File: src/table_driven_fsm_engine_assert.svh
// Assertion macros for the table-driven state machine engine
`ifndef TABLE_DRIVEN_FSM_ENGINE_ASSERT_SVH
`define TABLE_DRIVEN_FSM_ENGINE_ASSERT_SVH

// expr holds at every clock edge out of reset
`define TDFE_ASSERT_ALWAYS(label, expr) \
   label: assert property (@(posedge clock) disable iff (reset) (expr)) \
      else $error("tdfe assertion failed");

// ante at one edge implies cons at the next edge
`define TDFE_ASSERT_NEXT(label, ante, cons) \
   label: assert property (@(posedge clock) disable iff (reset) (ante) |=> (cons)) \
      else $error("tdfe assertion failed");

`endif

File: src/tdfe_pkg.sv
// Types and codes shared by the state machine engine
package tdfe_pkg;

   localparam logic [2:0] OP_SEND     = 3'd0;
   localparam logic [2:0] OP_AUTO     = 3'd1;
   localparam logic [2:0] OP_ADD      = 3'd2;
   localparam logic [2:0] OP_REMOVE   = 3'd3;
   localparam logic [2:0] OP_QUERY    = 3'd4;
   localparam logic [2:0] OP_HISTORY  = 3'd5;

   localparam logic [2:0] ST_DONE     = 3'd0;
   localparam logic [2:0] ST_NO_RULE  = 3'd1;
   localparam logic [2:0] ST_GUARD    = 3'd2;
   localparam logic [2:0] ST_FULL     = 3'd3;
   localparam logic [2:0] ST_NO_AUTO  = 3'd4;
   localparam logic [2:0] ST_NO_HIST  = 3'd5;

   localparam logic CSR_START_STATE   = 1'b0;
   localparam logic CSR_NONE_EVENT    = 1'b1;

   typedef struct packed {
      logic [2:0] op;
      logic [7:0] from_state;
      logic [7:0] event_code;
      logic [7:0] to_state;
      logic       auto_rule;
      logic       fixed_rule;
      logic       guard_pass;
      logic [3:0] history_index;
   } req_type;

   typedef struct packed {
      logic [2:0] status;
      logic [7:0] current_state;
      logic [7:0] from_out;
      logic [7:0] event_out;
      logic [7:0] target_state;
      logic [5:0] count_out;
   } rsp_type;

   typedef struct packed {
      logic [7:0] from_state;
      logic [7:0] event_code;
      logic [7:0] to_state;
      logic       auto_rule;
      logic       fixed_rule;
   } rule_type;

   typedef struct packed {
      logic [7:0] from_state;
      logic [7:0] event_code;
      logic [7:0] to_state;
   } hist_type;

endpackage

File: src/tdfe_ram.sv
// Single-port-write, registered-read memory
module tdfe_ram #(
   parameter int WIDTH = 8,
   parameter int DEPTH = 32
) (
   input  logic                     clock,
   input  logic                     wr_en,
   input  logic [$clog2(DEPTH)-1:0] wr_addr,
   input  logic [WIDTH-1:0]         wr_data,
   input  logic [$clog2(DEPTH)-1:0] rd_addr,
   output logic [WIDTH-1:0]         rd_data
);

   logic [WIDTH-1:0] mem [DEPTH];
   logic [WIDTH-1:0] rd_data_ff;

   always_ff @(posedge clock) begin
      if (wr_en) begin
         mem[wr_addr] <= wr_data;
      end
      rd_data_ff <= mem[rd_addr];
   end

   assign rd_data = rd_data_ff;

endmodule

File: src/table_driven_fsm_engine.sv
// Table-driven state machine engine: top level and scan sequencer
// A request is taken only while the engine is idle. Send, process-auto, query and
// remove scan the used rules through one read port, a read state and a check state
// per rule; add, out-of-range operations and a history read with an index past the
// fill go straight to the output state, any other history read first reads the RAM.
// The result sits in an output register until taken. Configuration writes land at
// once; writing the start state also sets the current state.
module table_driven_fsm_engine #(
   parameter int RULE_SLOTS    = 32,
   parameter int HISTORY_SLOTS = 16
) (
   input  logic             clock,
   input  logic             reset,
   input  logic             req_valid,
   output logic             req_ready,
   input  tdfe_pkg::req_type req_payload,
   output logic             rsp_valid,
   input  logic             rsp_ready,
   output tdfe_pkg::rsp_type rsp_payload,
   input  logic             csr_we,
   input  logic             csr_index,
   input  logic [7:0]       csr_wdata
);

`include "table_driven_fsm_engine_assert.svh"

   localparam int RIDX_W = $clog2(RULE_SLOTS);
   localparam int CW     = $clog2(RULE_SLOTS + 1);
   localparam int HIDX_W = $clog2(HISTORY_SLOTS);
   localparam int FILL_W = $clog2(HISTORY_SLOTS + 1);
   localparam int SW     = ((HIDX_W > 4) ? HIDX_W : 4) + 2;

   typedef enum logic [2:0] {S_IDLE, S_RD, S_CK, S_HRD, S_DONE, S_OUT} state_type;

   state_type         state_ff;
   tdfe_pkg::req_type req_ff;
   tdfe_pkg::rsp_type res_ff;
   tdfe_pkg::rsp_type res_in;
   tdfe_pkg::rsp_type rsp_ff;
   logic              rsp_valid_ff;
   logic [7:0]        none_ev_ff, present_ff;
   logic [7:0]        key_from_ff, key_ev_ff;
   logic [CW-1:0]     used_ff, idx_ff, wr_ff, rm_cnt_ff;
   logic              have_exact_ff, have_auto_ff;
   logic [7:0]        exact_to_ff, auto_to_ff;
   logic [HIDX_W-1:0] head_ff;
   logic [FILL_W-1:0] fill_ff;

   logic                  rule_we;
   logic [RIDX_W-1:0]     rule_waddr;
   tdfe_pkg::rule_type    rule_wdata, rule_rdata;
   logic                  hist_we;
   tdfe_pkg::hist_type    hist_wdata, hist_rdata;
   logic [HIDX_W-1:0]     hist_raddr;
   logic [SW-1:0]         slot_sum;
   logic                  hist_ok;
   logic                  m_from, m_exact, m_auto, m_del;
   logic                  found;
   logic [7:0]            match_to;
   logic [2:0]            fin_status;
   logic                  commit;

   tdfe_ram #(.WIDTH($bits(tdfe_pkg::rule_type)), .DEPTH(RULE_SLOTS)) u_rule_ram (
      .clock   (clock),
      .wr_en   (rule_we),
      .wr_addr (rule_waddr),
      .wr_data (rule_wdata),
      .rd_addr (idx_ff[RIDX_W-1:0]),
      .rd_data (rule_rdata)
   );

   tdfe_ram #(.WIDTH($bits(tdfe_pkg::hist_type)), .DEPTH(HISTORY_SLOTS)) u_hist_ram (
      .clock   (clock),
      .wr_en   (hist_we),
      .wr_addr (head_ff),
      .wr_data (hist_wdata),
      .rd_addr (hist_raddr),
      .rd_data (hist_rdata)
   );

   assign req_ready   = (state_ff == S_IDLE);
   assign rsp_valid   = rsp_valid_ff;
   assign rsp_payload = rsp_ff;

   // history slot: newest is head-1
   always_comb begin
      slot_sum = SW'(head_ff) + SW'(HISTORY_SLOTS - 1) - SW'(req_payload.history_index);
      if (slot_sum >= SW'(HISTORY_SLOTS)) begin
         slot_sum = slot_sum - SW'(HISTORY_SLOTS);
      end
      hist_raddr = slot_sum[HIDX_W-1:0];
      hist_ok    = SW'(req_payload.history_index) < SW'(fill_ff);
   end

   // result known at acceptance
   always_comb begin
      res_in        = '0;
      res_in.status = tdfe_pkg::ST_NO_RULE;
      case (req_payload.op) inside
         tdfe_pkg::OP_ADD: begin
            res_in.from_out  = req_payload.from_state;
            res_in.event_out = req_payload.event_code;
            if (used_ff < CW'(RULE_SLOTS)) begin
               res_in.status       = tdfe_pkg::ST_DONE;
               res_in.target_state = req_payload.to_state;
            end else begin
               res_in.status = tdfe_pkg::ST_FULL;
            end
         end
         tdfe_pkg::OP_HISTORY: begin
            res_in.count_out = 6'(fill_ff);
            if (!hist_ok) begin
               res_in.status = tdfe_pkg::ST_NO_HIST;
            end
         end
         default: ;
      endcase
   end

   assign m_from  = (rule_rdata.from_state == key_from_ff);
   assign m_exact = m_from && (rule_rdata.event_code == key_ev_ff) && !rule_rdata.auto_rule;
   assign m_auto  = m_from && rule_rdata.auto_rule;
   assign m_del   = m_from && (rule_rdata.event_code == key_ev_ff) && !rule_rdata.fixed_rule;

   always_comb begin
      rule_we    = 1'b0;
      rule_waddr = used_ff[RIDX_W-1:0];
      rule_wdata = '{from_state: req_payload.from_state, event_code: req_payload.event_code,
                     to_state: req_payload.to_state, auto_rule: req_payload.auto_rule,
                     fixed_rule: req_payload.fixed_rule};
      if (state_ff == S_IDLE && req_valid && req_payload.op == tdfe_pkg::OP_ADD
          && used_ff < CW'(RULE_SLOTS)) begin
         rule_we = 1'b1;
      end else if (state_ff == S_CK && req_ff.op == tdfe_pkg::OP_REMOVE && !m_del) begin
         rule_we    = 1'b1;
         rule_waddr = wr_ff[RIDX_W-1:0];
         rule_wdata = rule_rdata;
      end
   end

   always_comb begin
      found    = have_exact_ff || have_auto_ff;
      match_to = have_exact_ff ? exact_to_ff : auto_to_ff;
      commit   = 1'b0;
      case (req_ff.op) inside
         tdfe_pkg::OP_SEND, tdfe_pkg::OP_AUTO: begin
            if (req_ff.op == tdfe_pkg::OP_AUTO && !have_auto_ff) begin
               fin_status = tdfe_pkg::ST_NO_AUTO;
            end else if (!found) begin
               fin_status = tdfe_pkg::ST_NO_RULE;
            end else if (!req_ff.guard_pass) begin
               fin_status = tdfe_pkg::ST_GUARD;
            end else begin
               fin_status = tdfe_pkg::ST_DONE;
               commit     = 1'b1;
            end
         end
         tdfe_pkg::OP_QUERY:  fin_status = found ? tdfe_pkg::ST_DONE : tdfe_pkg::ST_NO_RULE;
         tdfe_pkg::OP_REMOVE: fin_status = tdfe_pkg::ST_DONE;
         default:             fin_status = tdfe_pkg::ST_NO_RULE;
      endcase
      hist_we    = (state_ff == S_DONE) && commit;
      hist_wdata = '{from_state: key_from_ff, event_code: key_ev_ff, to_state: match_to};
   end

   always_ff @(posedge clock) begin
      if (reset) begin
         state_ff     <= S_IDLE;
         rsp_valid_ff <= 1'b0;
         none_ev_ff   <= 8'd255;
         present_ff   <= 8'd0;
         used_ff      <= '0;
         head_ff      <= '0;
         fill_ff      <= '0;
      end else begin
         if (rsp_valid_ff && rsp_ready && state_ff != S_OUT) begin
            rsp_valid_ff <= 1'b0;
         end
         if (csr_we) begin
            unique case (csr_index)
               tdfe_pkg::CSR_START_STATE: present_ff <= csr_wdata;
               tdfe_pkg::CSR_NONE_EVENT:  none_ev_ff <= csr_wdata;
               default: ;
            endcase
         end
         unique case (state_ff)
            S_IDLE: begin
               if (req_valid) begin
                  req_ff        <= req_payload;
                  idx_ff        <= '0;
                  wr_ff         <= '0;
                  rm_cnt_ff     <= '0;
                  have_exact_ff <= 1'b0;
                  have_auto_ff  <= 1'b0;
                  res_ff        <= res_in;
                  key_from_ff   <= (req_payload.op == tdfe_pkg::OP_SEND
                                    || req_payload.op == tdfe_pkg::OP_AUTO)
                                   ? present_ff : req_payload.from_state;
                  key_ev_ff     <= (req_payload.op == tdfe_pkg::OP_AUTO)
                                   ? none_ev_ff : req_payload.event_code;
                  case (req_payload.op) inside
                     tdfe_pkg::OP_ADD: begin
                        if (used_ff < CW'(RULE_SLOTS)) begin
                           used_ff <= used_ff + CW'(1);
                        end
                        state_ff <= S_OUT;
                     end
                     tdfe_pkg::OP_HISTORY: begin
                        state_ff <= hist_ok ? S_HRD : S_OUT;
                     end
                     tdfe_pkg::OP_SEND, tdfe_pkg::OP_AUTO, tdfe_pkg::OP_REMOVE,
                     tdfe_pkg::OP_QUERY: begin
                        state_ff <= (used_ff == '0) ? S_DONE : S_RD;
                     end
                     default: state_ff <= S_OUT;
                  endcase
               end
            end
            S_RD: state_ff <= S_CK;
            S_CK: begin
               if (m_exact && !have_exact_ff) begin
                  have_exact_ff <= 1'b1;
                  exact_to_ff   <= rule_rdata.to_state;
               end
               if (m_auto && !have_auto_ff) begin
                  have_auto_ff <= 1'b1;
                  auto_to_ff   <= rule_rdata.to_state;
               end
               if (req_ff.op == tdfe_pkg::OP_REMOVE) begin
                  if (m_del) begin
                     rm_cnt_ff <= rm_cnt_ff + CW'(1);
                  end else begin
                     wr_ff <= wr_ff + CW'(1);
                  end
               end
               idx_ff <= idx_ff + CW'(1);
               if (idx_ff + CW'(1) == used_ff) begin
                  if (req_ff.op == tdfe_pkg::OP_REMOVE) begin
                     used_ff <= m_del ? wr_ff : wr_ff + CW'(1);
                  end
                  state_ff <= S_DONE;
               end else begin
                  state_ff <= S_RD;
               end
            end
            S_HRD: begin
               res_ff   <= '{status: tdfe_pkg::ST_DONE, current_state: 8'd0,
                             from_out: hist_rdata.from_state,
                             event_out: hist_rdata.event_code,
                             target_state: hist_rdata.to_state,
                             count_out: res_ff.count_out};
               state_ff <= S_OUT;
            end
            S_DONE: begin
               res_ff <= '{status: fin_status, current_state: 8'd0,
                           from_out: key_from_ff, event_out: key_ev_ff,
                           target_state: (fin_status == tdfe_pkg::ST_DONE
                                          && req_ff.op != tdfe_pkg::OP_REMOVE)
                                         ? match_to : 8'd0,
                           count_out: (req_ff.op == tdfe_pkg::OP_REMOVE)
                                      ? 6'(rm_cnt_ff) : 6'd0};
               if (commit) begin
                  present_ff <= match_to;
                  head_ff    <= (head_ff == HIDX_W'(HISTORY_SLOTS - 1)) ? '0
                                : head_ff + HIDX_W'(1);
                  if (fill_ff != FILL_W'(HISTORY_SLOTS)) begin
                     fill_ff <= fill_ff + FILL_W'(1);
                  end
               end
               state_ff <= S_OUT;
            end
            S_OUT: begin
               if (!rsp_valid_ff || rsp_ready) begin
                  rsp_ff       <= '{status: res_ff.status, current_state: present_ff,
                                    from_out: res_ff.from_out, event_out: res_ff.event_out,
                                    target_state: res_ff.target_state,
                                    count_out: res_ff.count_out};
                  rsp_valid_ff <= 1'b1;
                  state_ff     <= S_IDLE;
               end
            end
            default: state_ff <= S_IDLE;
         endcase
      end
   end

   `TDFE_ASSERT_ALWAYS(a_used_bound, used_ff <= CW'(RULE_SLOTS))
   `TDFE_ASSERT_ALWAYS(a_fill_bound, fill_ff <= FILL_W'(HISTORY_SLOTS))
   `TDFE_ASSERT_NEXT(a_busy_after_req, req_valid && req_ready, !req_ready)
   `TDFE_ASSERT_ALWAYS(a_tgt_zero, !rsp_valid_ff || rsp_ff.status == tdfe_pkg::ST_DONE
                       || rsp_ff.target_state == 8'd0)

endmodule
File: config.mk
export PLATFORM = sky130hd
export DESIGN_NAME = table_driven_fsm_engine
export DESIGN_NICKNAME = d
export VERILOG_FILES = /design/src/tdfe_pkg.sv /design/src/tdfe_ram.sv /design/src/table_driven_fsm_engine.sv
export VERILOG_INCLUDE_DIRS = /design/src /design/src/src
export SDC_FILE = /design/constraint.sdc
export NUM_CORES = 1
export LEC_CHECK = 0
export BUFFER_PORTS_ARGS = -buffer_cell sky130_fd_sc_hd__buf_2
export CAP_MARGIN = 10
export CORE_AREA = 5 5 437 439
export CTS_CLUSTER_DIAMETER = 150
export DETAILED_ROUTE_END_ITERATION = 6
export DIE_AREA = 0 0 442 444
export PLACE_DENSITY = 0.46
export SYNTH_ARGS = -nofsm -noshare
export SYNTH_HDL_FRONTEND = slang
export SYNTH_HIERARCHICAL = 1
export SYNTH_SLANG_ARGS = --single-unit
export TNS_END_PERCENT = 100
File: constraint.sdc
create_clock -name clock -period 12.05 [get_ports clock]
set_input_delay 0.6025 -clock clock [delete_from_list [all_inputs] [get_ports clock]]
set_output_delay 0.6025 -clock clock [all_outputs]
set_load 0.005 [all_outputs]
==> run metrics <==
Final Cycle Share 0.509; Synth top area share 0.726; Critical Path AT 6.52 ns; number of synthesized flops with an enable pin 1,346; Post-Syn Instances 3,116; Floorplan Core Area 187,000 um^2; Clk Latency, worst-skew pair 0.79 ns; Fillers 17.6k; multi-input logic area 12,900 um^2; Post-DP HPWL 91.0 mm; CTS HTree Levels 4; FF-to-FF setup slack 5.91 ns; I/O pin cnt 91; CP max stage delay 1.14 ns; Vias 28.5k; std cell rows 159; Async SR Flop Fraction 0; IO Port Bufs 90; CTS tree built; origin of the critical flop-to-flop path key_ev_ff[2]$_DFFE_PP_; Peak VDD IR 0.000114 V; Synth cell types 58; R2R Path End u_rule_ram/mem[2][9]$_DFFE_PP_; Setup crit end u_rule_ram/mem[2][9]$_DFFE_PP_; status complete, no violations; Finished Layout Cells 5,882; fmax 0.163 GHz; drt drc 0; CP Capture Type flop; Max Slew Vio Count 0; Layout area overhead 15.3%; Routed wire per std cell 25.9 um; clk sinks 1,431; worst setup path startpoint key_ev_ff[2]$_DFFE_PP_; final setup TNS 0 ns; post-synthesis sequential area ratio 0.757; CTS clk-pin slew, worst paths 0.06 ns; Worst Setup Start Kind flop; CTS hold repair buffers 0; vias in the first global route 28.7k; Cell Area, Synth 55,600 um^2; area leader, netlist edfxtp_1; Die Span Y 444 um; Setup violations, final 0; Tightest Pin Transition 1.10 ns; Remaining Overflow, GRT 0; total track usage 0.151; post-cts sizing count 0; syn_area_per_cell 17.9 um^2; Clock Skew 0.0356 ns; Max-Cap Viols 0; Iter 0 DRT Violations 2,094; number of synthesized register bits 1,431; WHS 0.0773 ns; post-synth net total 3,179; Critical-path top delay cell nor2_4; Leak 21.3 nW; vias per std cell 4.85; Warnings, synthesis 6; total clock buffers created by CTS 159; Clk Tree Root Cell clkbuf_16; CP Cell Sequence xor2_1 > nor4_1 > nand4_1 > nor2_1 > nor2_1 > nand2_2 > buf_4 > mux2_2 > nand3b_1 > nor2_4; Synth Flop Type edfxtp_1; largest net degree at the start of global routing 120; CP dominant cell by count nor2_1; worst endpoint required time 12.43 ns; WS Path Type flop to flop; Initial Utilization 0.298; Final Hold Violating Endpoints 0; share of cells above drive strength 1 0.172; Die Area 196,000 um^2; drt total wl 152 mm; RSZ-0062 raised after global routing no; post-CTS setup buffer count 0; first-pass GRT wire length 216 mm; Longest Clk Path Bufs 3; initial antenna violation count 13; FF/Latch Area 42,100 um^2; top-count cell post-synth edfxtp_1; Final #Nets 3,313; die width 442 um; R2R depth 10; global placer's final weighted congestion 0.740; HP Class input port to flop; PwrDens 180 nW/um^2; Period minus WS final 6.14 ns; Rel. slew slack 0.261; post-route ant nets 0; 1st-pass router iterations 7; crit-path max FO 32; Synth top cells by count 1,346 x edfxtp_1, 428 x mux2i_1, 134 x nand2_1; dpl cells 5,584; Synth area leaders edfxtp_1 73%, mux2i_1 7.7%, mux4_2 3.9%, dfxtp_1 3.1%, a22oi_1 1.7%
==> flip-flops by register name, indices dropped and copies added, names as in the netlist, 24 cells and up <==
| name | count |
|---|---|
| rsp_payload | 41 |
| u_hist_ram/rd_data | 24 |
| u_rule_ram/mem | 832 |
| u_rule_ram/rd_data | 26 |
| res_ff | 33 |
| u_hist_ram/mem | 384 |
==> layer usage <==
layer | vias up | GRT usage | wire, um
met5 | - | 0 | 13
met2 | 548 | 0.256 | 75400
met1 | 15096 | 0.199 | 66000
li1 | 12667 | - | -
met3 | 228 | 0.0263 | 6280
met4 | 2 | 0.0459 | 4450
==> critical path: cells and delay by family, from the launching register on <==
family	cells	cell delay [ns]
xor+xnor	1	0.26
buf+inv	1	0.44
simple gates	7	3.87
flops	1	0.66
mux	1	0.43
==> stage by stage <==
step	area [um^2]	setup WS, ns	total power, mW	utilization
finish	64200	5.91	11.5	0.344
global route	64200	5.62	12.0	0.343
CTS	64200	5.74	11.7	0.343
detailed placement	59100	5.80	7.02	0.317
global placement	59100	5.88	7.01	0.317
floorplan	55600	7.52	6.53	-
==> power by group <==
group | internal, mW | switching [mW] | leakage, nW
combinational | 0.381 | 0.779 | 6.05
clock | 2.68 | 1.95 | 2.43
sequential | 5.62 | 0.117 | 12.8
==> cell usage in the layout (no fill, tap or decap), types with 25 or more instances in the layout <==
cell type  instances
nor2_4            46
a22o_1            60
mux2_2            55
a31oi_1           29
clkbuf_1          48
buf_4             48
xor2_1            28
clkinv_1          25
clkbuf_16        162
mux4_2            96
a21oi_1           96
edfxtp_1        1346
nor3_1            38
inv_1             40
a22oi_1          126
mux2i_1          428
dfxtp_1           85
nand3_1          107
nand2_1          133
buf_2             90
nor2_1            64
==> final cells by class <==
cell class | count | area share
antenna | 6 | 0.000234
clock buffer | 229 | 0.0701
clock inverter | 63 | 0.00801
inverter | 40 | 0.00234
multi-input combinational | 1477 | 0.201
sequential | 1431 | 0.656
tap | 2495 | 0.0486
timing repair buffer | 141 | 0.0136
==> cells by family after synthesis <==
logic type	synth area share
fa+ha+maj	0.00351
mux	0.127
simple gates	0.0391
buf+inv	0.0194
flops	0.757
compound gates	0.0469
xor+xnor	0.00733
==> worst min path at each step <==
stage                                     from                        end  slack (ns)  depth (start not counted)
final                           req_payload[4]        req_ff[4]$_DFFE_PP_        0.08                          1
after global routing            req_payload[4]        req_ff[4]$_DFFE_PP_        0.04                          1
after global placement    res_ff[24]$_DFFE_PP_  rsp_payload[24]$_DFFE_PP_        0.40                          0
after CTS                       req_payload[4]        req_ff[4]$_DFFE_PP_        0.04                          1
after floorplan            res_ff[0]$_DFFE_PP_   rsp_payload[0]$_DFFE_PP_        0.40                          0
after detailed placement   res_ff[1]$_DFFE_PP_   rsp_payload[1]$_DFFE_PP_        0.41                          0
(Power assumes the default switching activity.)
